--- config.mk ---
export PLATFORM = sky130hd
export DESIGN_NAME = trimmed_mean_frame_time_smoother_top_flat
export DESIGN_NICKNAME = d
export VERILOG_FILES = /design/src/sv/tmfts_pkg.sv /design/src/sv/tmfts_if.sv /design/src/sv/tmfts_cell.sv /design/src/sv/tmfts_ring.sv /design/src/sv/trimmed_mean_frame_time_smoother_top.sv /design/src/flat_wrapper.sv
export VERILOG_INCLUDE_DIRS = /design/src /design/src/sv
export SDC_FILE = /design/constraint.sdc
export NUM_CORES = 2
export LEC_CHECK = 0
export ABC_AREA = 0
export BUFFER_PORTS_ARGS = -buffer_cell sky130_fd_sc_hd__buf_2
export CAP_MARGIN = 20
export CORE_UTILIZATION = 45
export CTS_CLUSTER_DIAMETER = 100
export DETAILED_ROUTE_END_ITERATION = 8
export GPL_TIMING_DRIVEN = 0
export SLEW_MARGIN = 10
export SYNTH_ARGS = -nofsm -noshare
export SYNTH_HDL_FRONTEND = slang
export SYNTH_SLANG_ARGS = --single-unit
--- constraint.sdc ---
create_clock -name clk -period 14 [get_ports clk]
set_input_delay 2.1 -clock clk [delete_from_list [all_inputs] [get_ports clk]]
set_output_delay 2.1 -clock clk [all_outputs]
set_load 0.005 [all_outputs]
--- src/sv/assert_macros.svh ---
// Assertion helper macros shared by the smoother RTL.
// Requires a clock named clk and an active-low reset named rst_n in scope.
`ifndef ASSERT_MACROS_SVH
`define ASSERT_MACROS_SVH

// Checked on every rising edge outside reset.
`define ASSERT_CLKD(label, prop, msg) \
  label: assert property (@(posedge clk) disable iff (!rst_n) prop) else $error(msg);

// Checked on every rising edge, reset included.
`define ASSERT_ALWAYS(label, prop, msg) \
  label: assert property (@(posedge clk) prop) else $error(msg);

`endif

--- src/sv/tmfts_pkg.sv ---
// Shared types and constants of the trimmed-mean frame time smoother.
// No dependencies; imported by the interfaces and all modules.
`default_nettype none

package tmfts_pkg;

  localparam int FRAME_W    = 24;
  localparam int ENTRY_W    = 21;
  localparam int WEIGHT_W   = 11;
  localparam int CFG_ADDR_W = 2;
  localparam int CFG_DATA_W = 21;

  // One second in 2^-20 s units, and 1/60 s rounded down
  localparam logic [ENTRY_W-1:0]  ONE_SECOND  = 21'd1048576;
  localparam logic [ENTRY_W-1:0]  RESET_ENTRY = 21'd17476;
  localparam logic [WEIGHT_W-1:0] WEIGHT_ONE  = 11'd1024;
  localparam logic [31:0]         ROUND_HALF  = 32'd512;

  typedef enum logic [CFG_ADDR_W-1:0] {
    REG_BLEND_WEIGHT   = 2'd0,
    REG_MAX_FRAME_TIME = 2'd1
  } cfg_reg_t;

  // Ring shift control handed from the sequencer to the cell chain
  typedef struct packed {
    logic rotate;  // every cell takes its neighbor, last wraps to first
    logic insert;  // first cell takes a new value, last value drops out
  } ring_ctrl_t;

endpackage

`default_nettype wire

--- src/sv/tmfts_if.sv ---
// Valid/ready channel interfaces for the smoother's request and result sides.
// Depends on tmfts_pkg for the payload widths.
`default_nettype none

interface tmfts_in_if
  import tmfts_pkg::*;
  ();
  logic               valid;
  logic               ready;
  logic [FRAME_W-1:0] frame_time;

  modport source (output valid, output frame_time, input ready);
  modport sink   (input valid, input frame_time, output ready);
endinterface

interface tmfts_out_if
  import tmfts_pkg::*;
  ();
  logic               valid;
  logic               ready;
  logic [ENTRY_W-1:0] smoothed_time;

  modport source (output valid, output smoothed_time, input ready);
  modport sink   (input valid, input smoothed_time, output ready);
endinterface

`default_nettype wire

--- src/sv/tmfts_cell.sv ---
// One history cell: a 21-bit entry that loads its neighbor's value on a shift.
// Depends on tmfts_pkg.
`default_nettype none

module tmfts_cell
  import tmfts_pkg::*;
(
  input  wire logic               clk,
  input  wire logic               rst_n,
  input  wire logic               shift,
  input  wire logic [ENTRY_W-1:0] prev_val,
  output logic      [ENTRY_W-1:0] val
);

  logic [ENTRY_W-1:0] val_r;

  // history entries come out of reset at one sixtieth of a second
  always_ff @(posedge clk) begin
    if (!rst_n) begin
      val_r <= RESET_ENTRY;
    end else if (shift) begin
      val_r <= prev_val;
    end
  end

  assign val = val_r;

endmodule

`default_nettype wire

--- src/sv/tmfts_ring.sv ---
// Chain of history cells: rotates for a full scan or shifts in a new value.
// Depends on tmfts_pkg and tmfts_cell.
`default_nettype none

module tmfts_ring
  import tmfts_pkg::*;
#(
  parameter int HISTORY_DEPTH = 11
) (
  input  wire logic               clk,
  input  wire logic               rst_n,
  input  wire ring_ctrl_t         ctrl,
  input  wire logic [ENTRY_W-1:0] new_val,
  output logic      [ENTRY_W-1:0] head_val
);

  logic [ENTRY_W-1:0] cell_val [HISTORY_DEPTH];
  logic [ENTRY_W-1:0] first_in;
  logic               shift;

  assign shift    = ctrl.rotate | ctrl.insert;
  // oldest entry sits at the far end; it wraps on rotate, drops on insert
  assign first_in = ctrl.insert ? new_val : cell_val[HISTORY_DEPTH-1];
  assign head_val = cell_val[HISTORY_DEPTH-1];

  for (genvar i = 0; i < HISTORY_DEPTH; i++) begin : g_cell
    tmfts_cell u_cell (
      .clk      (clk),
      .rst_n    (rst_n),
      .shift    (shift),
      .prev_val ((i == 0) ? first_in : cell_val[(i == 0) ? 0 : i-1]),
      .val      (cell_val[i])
    );
  end

endmodule

`default_nettype wire

--- src/sv/trimmed_mean_frame_time_smoother_top.sv ---
// Top level of the trimmed-mean frame time smoother: sequencer and arithmetic.
// Depends on tmfts_pkg, tmfts_if, tmfts_ring and assert_macros.svh.
`default_nettype none
`include "assert_macros.svh"

// Each request carries one frame duration (2^-20 s units). It is clamped to
// max_frame_time (itself capped at one second), blended by blend_weight/1024
// with the trimmed mean of the last HISTORY_DEPTH results (sum less one
// minimum and one maximum, divided by HISTORY_DEPTH-2, rounded half up), and
// the blend is pushed into the history and returned. Each request is
// finished before the next one can be taken: the history is a chain of
// cells that is rotated past one accumulator, one entry per cycle, followed
// by a trim, a reciprocal multiply, a correction, the blend multiply, the
// write-back and the idle cycle in which the next request is taken.
// The result waits in an output register; if it is still untaken when the
// next result is ready, the sequencer holds. Configuration writes must be
// made while no request is in flight.
module trimmed_mean_frame_time_smoother_top
  import tmfts_pkg::*;
#(
  parameter int HISTORY_DEPTH = 11
) (
  input  wire logic                  clk,
  input  wire logic                  rst_n,
  tmfts_in_if.sink                   in_req,
  tmfts_out_if.source                out_res,
  input  wire logic                  cfg_we,
  input  wire logic [CFG_ADDR_W-1:0] cfg_addr,
  input  wire logic [CFG_DATA_W-1:0] cfg_wdata
);

  localparam int CNT_W   = $clog2(HISTORY_DEPTH);
  localparam int SUM_W   = ENTRY_W + $clog2(HISTORY_DEPTH);
  localparam int DIVISOR = HISTORY_DEPTH - 2;
  localparam int HALF    = (HISTORY_DEPTH - 2) / 2;
  localparam logic [CNT_W-1:0] LAST_CNT = CNT_W'(HISTORY_DEPTH - 1);
  // floor(2^SUM_W / DIVISOR); quotient estimate is low by at most one
  localparam logic [SUM_W:0]   RECIP    = (SUM_W+1)'((64'd1 << SUM_W) / DIVISOR);

  typedef enum logic [2:0] {
    S_IDLE,
    S_SCAN,
    S_TRIM,
    S_DIV,
    S_FIX,
    S_MUL,
    S_DONE
  } state_t;

  state_t state_r, state_nxt;

  // configuration registers
  logic [WEIGHT_W-1:0] blend_weight_r;
  logic [ENTRY_W-1:0]  max_frame_time_r;

  // datapath registers
  logic [CNT_W-1:0]    cnt_r;
  logic [ENTRY_W-1:0]  t_r;
  logic [WEIGHT_W-1:0] w_r;
  logic [SUM_W-1:0]    sum_r;
  logic [ENTRY_W-1:0]  lo_r;
  logic [ENTRY_W-1:0]  hi_r;
  logic [SUM_W-1:0]    n_r;
  logic [SUM_W-1:0]    q_r;
  logic [ENTRY_W-1:0]  mean_r;
  logic [31:0]         p_mean_r;
  logic [31:0]         p_t_r;
  logic                out_valid_r;
  logic [ENTRY_W-1:0]  out_data_r;

  logic               accept;
  logic               out_free;
  logic [ENTRY_W-1:0] ceil_eff;
  logic [ENTRY_W-1:0] t_clamp;
  logic [WEIGHT_W-1:0] w_eff;
  logic [ENTRY_W-1:0] head_val;
  ring_ctrl_t         ring_ctrl;
  logic [2*SUM_W:0]   div_prod;
  logic [SUM_W-1:0]   qd;
  logic [SUM_W-1:0]   rem;
  logic [SUM_W-1:0]   mean_fix;
  logic [31:0]        blend_sum;
  logic [21:0]        blend_res;
  logic [ENTRY_W-1:0] res_sat;

  assign accept   = in_req.valid && in_req.ready;
  assign out_free = !out_valid_r || out_res.ready;

  // clamp sample and weight against their saturated limits
  assign ceil_eff = (max_frame_time_r > ONE_SECOND) ? ONE_SECOND : max_frame_time_r;
  assign t_clamp  = (in_req.frame_time > FRAME_W'(ceil_eff)) ? ceil_eff
                                                            : in_req.frame_time[ENTRY_W-1:0];
  assign w_eff    = (blend_weight_r > WEIGHT_ONE) ? WEIGHT_ONE : blend_weight_r;

  // division by the trimmed count: reciprocal product, then one correction
  assign div_prod = (2*SUM_W+1)'(n_r) * (2*SUM_W+1)'(RECIP);
  assign qd       = SUM_W'(q_r * SUM_W'(DIVISOR));
  assign rem      = n_r - qd;
  assign mean_fix = (rem >= SUM_W'(DIVISOR)) ? q_r + SUM_W'(1) : q_r;

  // blend rounding, half up
  assign blend_sum = p_mean_r + p_t_r + ROUND_HALF;
  assign blend_res = blend_sum[31:10];
  assign res_sat   = (blend_res > 22'(ONE_SECOND)) ? ONE_SECOND : blend_res[ENTRY_W-1:0];

  // ring control
  always_comb begin
    ring_ctrl        = '0;
    ring_ctrl.rotate = (state_r == S_SCAN);
    ring_ctrl.insert = (state_r == S_DONE) && out_free;
  end

  tmfts_ring #(
    .HISTORY_DEPTH (HISTORY_DEPTH)
  ) u_ring (
    .clk      (clk),
    .rst_n    (rst_n),
    .ctrl     (ring_ctrl),
    .new_val  (res_sat),
    .head_val (head_val)
  );

  // sequencer next state
  always_comb begin
    state_nxt = state_r;
    unique case (state_r)
      S_IDLE:  if (accept) state_nxt = S_SCAN;
      S_SCAN:  if (cnt_r == LAST_CNT) state_nxt = S_TRIM;
      S_TRIM:  state_nxt = S_DIV;
      S_DIV:   state_nxt = S_FIX;
      S_FIX:   state_nxt = S_MUL;
      S_MUL:   state_nxt = S_DONE;
      S_DONE:  if (out_free) state_nxt = S_IDLE;
      default: state_nxt = S_IDLE;
    endcase
  end

  // state, configuration and output valid
  always_ff @(posedge clk) begin
    if (!rst_n) begin
      state_r          <= S_IDLE;
      blend_weight_r   <= 11'd205;
      max_frame_time_r <= ONE_SECOND;
      out_valid_r      <= 1'b0;
    end else begin
      state_r <= state_nxt;
      if (cfg_we) begin
        unique case (cfg_addr)
          REG_BLEND_WEIGHT:   blend_weight_r   <= cfg_wdata[WEIGHT_W-1:0];
          REG_MAX_FRAME_TIME: max_frame_time_r <= cfg_wdata[ENTRY_W-1:0];
          default:            ;
        endcase
      end
      if (ring_ctrl.insert) begin
        out_valid_r <= 1'b1;
      end else if (out_res.ready) begin
        out_valid_r <= 1'b0;
      end
    end
  end

  // datapath
  always_ff @(posedge clk) begin
    if (accept) begin
      t_r   <= t_clamp;
      w_r   <= w_eff;
      cnt_r <= '0;
      sum_r <= '0;
      lo_r  <= '1;
      hi_r  <= '0;
    end
    if (state_r == S_SCAN) begin
      cnt_r <= cnt_r + CNT_W'(1);
      sum_r <= sum_r + SUM_W'(head_val);
      if (head_val < lo_r) lo_r <= head_val;
      if (head_val > hi_r) hi_r <= head_val;
    end
    if (state_r == S_TRIM) begin
      n_r <= sum_r - SUM_W'(lo_r) - SUM_W'(hi_r) + SUM_W'(HALF);
    end
    if (state_r == S_DIV) begin
      q_r <= div_prod[2*SUM_W-1:SUM_W];
    end
    if (state_r == S_FIX) begin
      mean_r <= mean_fix[ENTRY_W-1:0];
    end
    if (state_r == S_MUL) begin
      p_mean_r <= 32'(mean_r) * 32'(WEIGHT_ONE - w_r);
      p_t_r    <= 32'(t_r) * 32'(w_r);
    end
    if (ring_ctrl.insert) begin
      out_data_r <= res_sat;
    end
  end

  assign in_req.ready          = (state_r == S_IDLE);
  assign out_res.valid         = out_valid_r;
  assign out_res.smoothed_time = out_data_r;

  // a full scan visits every cell exactly once, then trims
  `ASSERT_CLKD(a_scan_ends, (state_r == S_SCAN && cnt_r == LAST_CNT) |=> (state_r == S_TRIM), "scan did not end after one pass")
  // a fresh request starts the scan with cleared accumulators
  `ASSERT_CLKD(a_accept_init, accept |=> (state_r == S_SCAN && sum_r == '0 && cnt_r == '0), "scan not initialized on request")
  // after the scan the minimum cannot exceed the maximum
  `ASSERT_CLKD(a_lo_hi, (state_r == S_TRIM) |-> (lo_r <= hi_r), "history minimum above maximum")
  // corrected quotient never exceeds one second
  `ASSERT_CLKD(a_mean_range, (state_r == S_FIX) |-> (mean_fix <= SUM_W'(ONE_SECOND)), "trimmed mean out of range")
  // a result is only written while the output register can take it
  `ASSERT_ALWAYS(a_no_overwrite, (ring_ctrl.insert |-> out_free), "result overwritten before taken")

endmodule

`default_nettype wire

--- src/flat_wrapper.sv ---
// flat-port wrapper written by rule: the top's interface ports become plain ports
module trimmed_mean_frame_time_smoother_top_flat import tmfts_pkg::*;
#(
  parameter int HISTORY_DEPTH = 11
)
  (clk, rst_n, cfg_we, cfg_addr, cfg_wdata, in_req_valid, in_req_frame_time, in_req_ready, out_res_valid, out_res_smoothed_time, out_res_ready);
  tmfts_in_if in_req_i ();
  tmfts_out_if out_res_i ();
  input  wire logic clk;
  input  wire logic rst_n;
  input  wire logic cfg_we;
  input  wire logic [CFG_ADDR_W-1:0] cfg_addr;
  input  wire logic [CFG_DATA_W-1:0] cfg_wdata;
  input wire logic [$bits(in_req_i.valid)-1:0] in_req_valid;
  input wire logic [$bits(in_req_i.frame_time)-1:0] in_req_frame_time;
  output wire logic [$bits(in_req_i.ready)-1:0] in_req_ready;
  output wire logic [$bits(out_res_i.valid)-1:0] out_res_valid;
  output wire logic [$bits(out_res_i.smoothed_time)-1:0] out_res_smoothed_time;
  input wire logic [$bits(out_res_i.ready)-1:0] out_res_ready;
  assign in_req_i.valid = in_req_valid;
  assign in_req_i.frame_time = in_req_frame_time;
  assign in_req_ready = in_req_i.ready;
  assign out_res_valid = out_res_i.valid;
  assign out_res_smoothed_time = out_res_i.smoothed_time;
  assign out_res_i.ready = out_res_ready;
  trimmed_mean_frame_time_smoother_top #(.HISTORY_DEPTH(HISTORY_DEPTH)) u_core (.clk(clk), .rst_n(rst_n), .in_req(in_req_i), .out_res(out_res_i), .cfg_we(cfg_we), .cfg_addr(cfg_addr), .cfg_wdata(cfg_wdata));
endmodule
* After elaboration in Yosys (flattened, before gate mapping)
Index checks and enable logic that the tools add are counted.
Word-level totals: logic and storage cells 92, register bits after elaboration 523
Operators by class: reduce and logical (&&, ||, !) cells 11, $lt $le $gt $ge 7, multipliers 4, bitwise gates (word level) 1, equality and inequality tests 11, add/sub/neg operators 10, mux-type cells 21
Operators with widths (count):
- $mux 21 | 11
- $mux 25 | 2
- $sub 25x21->25 | 2
- $mul 25x21->46 const B | 1
- $add 32x10->32 const B | 1
- $add 32x32->32 | 1
- $mul 21x11->32 | 1
- $mul 21x32->32 | 1
- $add 25x21->25 | 1
- $add 25x3->25 const B | 1
- $ge 25x4->1 const B | 1
- $mul 22x4->25 const B | 1
- $sub 25x25->25 | 1
- $gt 24x21->1 | 1
- $gt 22x21->1 const B | 1
- $add 21x1->21 const B | 1
- $gt 21x21->1 | 1
- $gt 21x21->1 const B | 1
- $lt 21x21->1 | 1
- $pmux 3 s7 | 1
- $sub 11x11->12 const A | 1
- $gt 11x11->1 const B | 1
- $eq 3x3->1 const B | 3
- $mux 3 | 3
- 18 further kinds | 25

* Depth between registers and ports, before layout
depth in word-level cells 5, depth in mapped cells 35, gate-level depth less buffers 32

* By module
From an unflattened synthesis, not the netlist that was laid out.
Unflattened totals: cells, all modules 4989, area total of the unflattened synthesis 49875.3 um2
Modules (own cells, without submodules):
- trimmed_mean_frame_time_smoother_top | area an instance 40691.5 um2, cells an instance 4217, instances 1
- tmfts_cell | area an instance 810.8 um2, cells an instance 68, instances 11
- tmfts_ring | area an instance 265.3 um2, cells an instance 24, instances 1

* Worst setup path after synthesis
Ideal clock, no wire load.
path type reg2reg, from register u_core.w_r[0], to register u_core.p_mean_r[31], data pin, setup time 0.260 ns, data required time 13.740 ns, arrival time 7.716 ns, setup slack 6.024 ns, period minus slack after synthesis 7.976 ns, cell stages (with the launch flop) 34, cells stage by stage edfxtp_1 clkbuf_1 clkbuf_1 inv_1 ha_1 nor3b_1 nand2_1 nor2_1 nand2_1 xnor2_1 clkbuf_1 nand2_1 fa_1 fa_1 inv_1 fa_1 inv_1 fa_1 inv_1 fa_1 fa_1 fa_1 ha_1 a21o_1 a21oi_1 nor2_1 a21oi_1 a31oi_1 a221oi_1 o21ai_0 nand2b_1 nand2_1 o41a_1 xnor2_1
Between the ends: word-level cells in the longest chain between the ends 2
Ends and longest elaborated chain:
- start, declared | RTL line trimmed_mean_frame_time_smoother_top.sv:59 | logic [WEIGHT_W-1:0] w_r;
- start signal, assigned | RTL line trimmed_mean_frame_time_smoother_top.sv:166 | w_r <= w_eff;
- $sub 11x11->12 | RTL line trimmed_mean_frame_time_smoother_top.sv:188 | p_mean_r <= 32'(mean_r) * 32'(WEIGHT_ONE - w_r);
- $mul 21x32->32 | RTL line trimmed_mean_frame_time_smoother_top.sv:188
- end signal, assigned | RTL line trimmed_mean_frame_time_smoother_top.sv:188
- end, declared | RTL line trimmed_mean_frame_time_smoother_top.sv:66 | logic [31:0] p_mean_r;
No other way between the ends. A chain may end at the register's enable or synchronous reset.

* Worst setup path after layout
from register u_core.w_r[0], to register u_core.p_mean_r[30], data pin
The elaborated chain is that of the path after synthesis.

==> results.toml <==
[clock_tree]
cts_tree = "built"
clkSinkCount = 523
cts-root-buf = "clkbuf_16"
post-cts-setup-buffers = 0
htree_levels = 2
clk_pin_slew_ns = 0.06
clk_latency_ns = 0.65
cts_resized = 0
cts_hold_buffers = 0
cts_made_buffers = 58
clockBufferDepth = 3

[grt]
grt_max_degree = 51
grt_pass1_vias = 36800
grt-ovfl-total = 0
antenna_found_initial = 2
grt_pass1_wl_mm = 203
grt_usage_pct = 22.8

[floorplanning]
boundaryPins = 75
die-width_um = 337
fp-row-count = 122
dieHeight_um = 337
initial_core_util_pct = 45.5
fp.coreArea_um2 = 111000
die_area_um2 = 114000

[synthesis]
synthCells = 5286
yosysUniqueCellTypes = 83
syn_area_per_cell_um2 = 9.57
synthArstFlopShare_pct = 0
ys_warn_count = 0
yosysMostFrequentCell = "nand2_1"
synth-edff-count = 214
synth_common_cells = "902 x nand2_1, 754 x inv_1, 623 x fa_1, 581 x ha_1, 309 x dfxtp_1"
synthesis.nets = 6542
synth_seq_cells = 523
yosysSeqAreaShare_pct = 24.9
synth_area_leaders = "fa_1 25%, ha_1 14%, edfxtp_1 13%, dfxtp_1 12%, nand2_1 6.7%"
yosysTopAreaCell = "fa_1"
synthFlopType = "dfxtp_1"
synth_top_area_share_pct = 24.7
syn-cell-area_um2 = 50600

[drt]
drtIter0Drc = 2412
routed_via_density = 5.19
drcViolationCount = 0
antenna_left = 0
avgRoutedWirePerCell_um = 18.2
firstDrtPassIters = 5
dr_total_vias = 36200
wirelength_mm = 127

[hold_path]
holdPathStages = 2
hold_path_class = "reg2reg"

[worst_setup_path]
max_stage_delay_ns = 0.62
crit_slowest_cell = "a211oi_1"
path_common_cell = "fa_1"
path_class = "reg2reg"
critical_path.max_fanout = 10
end_kind = "register"
worstPathRequired_ns = 14.38
crit_path_start_kind = "register"
worstPathArrival_ns = 10.72
reg2regPathDepth = 34

[timing]
grt_setup_unrepaired = "no"
final.setup.tns_ns = 0
post-route-min-period_ns = 10.33
finalSetupViolations = 0
clock_skew_ns = 0.0498
finalMaxSlewViolations = 0
max_freq_mhz = 96.8
worstMarginPinSlew_ns = 0.946
slew_headroom_pct = 36.1
hold_violations = 0
fin_crit_sh_pct = 73.8

[place]
place_congestion = 0.934
numPlacedInstances = 6854
io_buffers = 73
hpwl_mm = 105

[status]
status = "finished clean"

[cells_and_area]
syn2layout_area_growth_pct = 8.68
antennaDiodeCount = 0
stdcell_count = 6964
layout-drive-gt1-share_pct = 4.20
nets = 6682

[run]
drv_cap = 0
## critical path, delay by kind of cell, from the launching register on
| family | cells | cell delay (ns) |
|---|---|---|
| buffers and inverters | 8 | 1.70 |
| AOI/OAI and AO/OA | 6 | 1.77 |
| xor gates and xnor gates | 2 | 0.59 |
| and+or+nand+nor | 9 | 1.54 |
| DFF | 1 | 0.51 |
| adders and majority gates | 9 | 3.93 |
## registers in the layout, indices dropped and copies added (netlist names), 4 cells and up
signal	count
u_core.cnt_r	4
u_core.sum_r	25
u_core.blend_weight_r	11
u_core.p_mean_r	32
u_core.q_r	22
u_core.u_ring.g_cell.u_cell.val	231
u_core.hi_r	21
u_core.t_r	21
u_core.lo_r	21
u_core.p_t_r	32
u_core.n_r	25
u_core.out_res.smoothed_time	21
u_core.mean_r	21
u_core.max_frame_time_r	21
u_core.w_r	11
## cells in the final DEF, fill, tap and decap left out, types with 21 or more instances in the layout
| master | count |
|---|---|
| and2_1 | 232 |
| o21ai_0 | 101 |
| nand3_1 | 99 |
| fa_1 | 623 |
| xor2_1 | 56 |
| dfxtp_1 | 309 |
| and3_1 | 21 |
| clkbuf_1 | 201 |
| xnor2_1 | 137 |
| nor2_1 | 181 |
| a21boi_0 | 207 |
| nor3_1 | 56 |
| clkbuf_16 | 62 |
| nand2b_1 | 27 |
| a21oi_1 | 129 |
| buf_2 | 73 |
| ha_1 | 581 |
| nand2_1 | 901 |
| nor2b_1 | 40 |
| inv_1 | 754 |
| edfxtp_1 | 214 |
| o21a_1 | 49 |
| a21o_1 | 58 |
| mux2i_1 | 45 |
## cells by family after synthesis
| group | synth area share [%] |
|---|---|
| AOI/OAI and AO/OA | 9.78 |
| xor gates and xnor gates | 3.34 |
| adders and majority gates | 39.1 |
| buffers and inverters | 7.15 |
| DFF | 24.9 |
| muxes | 0.957 |
| and+or+nand+nor | 14.8 |
## cell type report
cell class / instances / area, um^2
tap: 1488 / 1860
sequential: 523 / 12600
buffer: 205 / 787
fill: 10600 / 56200
inverter: 754 / 2830
clock buffer: 74 / 1630
clock inverter: 36 / 398
timing repair buffer: 80 / 478
multi-input combinational: 3804 / 34400
## layer usage
| layer | GRT usage, % | wire length [um] | vias up |
|---|---|---|---|
| met5 | 0 | 13 | - |
| met4 | 5.99 | 3280 | 2 |
| met3 | 2.85 | 6690 | 154 |
| met2 | 36.6 | 57800 | 842 |
| met1 | 32.5 | 59100 | 17800 |
| li1 | - | - | 17400 |
## final timing paths
kind | from | to | slack (ns)
worst min register to register | u_core.blend_weight_r[6] | u_core.blend_weight_r[6] | 0.46
worst max-delay path | u_core.w_r[0] | u_core.p_mean_r[30] | 3.67
worst max register to register | u_core.w_r[0] | u_core.p_mean_r[30] | 3.67
worst min-delay path | u_core.blend_weight_r[6] | u_core.blend_weight_r[6] | 0.46
## through the flow
step	cell area [um^2]	hold WS [ns]	utilization [%]	setup slack (ns)
2_1_floorplan	50600	0.433	-	6.02
3_3_place_gp	52800	0.446	47.5	3.82
3_5_place_dp	52900	0.448	47.6	3.72
4_1_cts	55000	0.462	49.5	3.68
5_1_grt	55000	0.479	49.5	3.08
6_report	55000	0.459	49.5	3.67
Power is not shown: default switching activity piles up to over one toggle a cycle in this logic, so the estimate is an artifact.
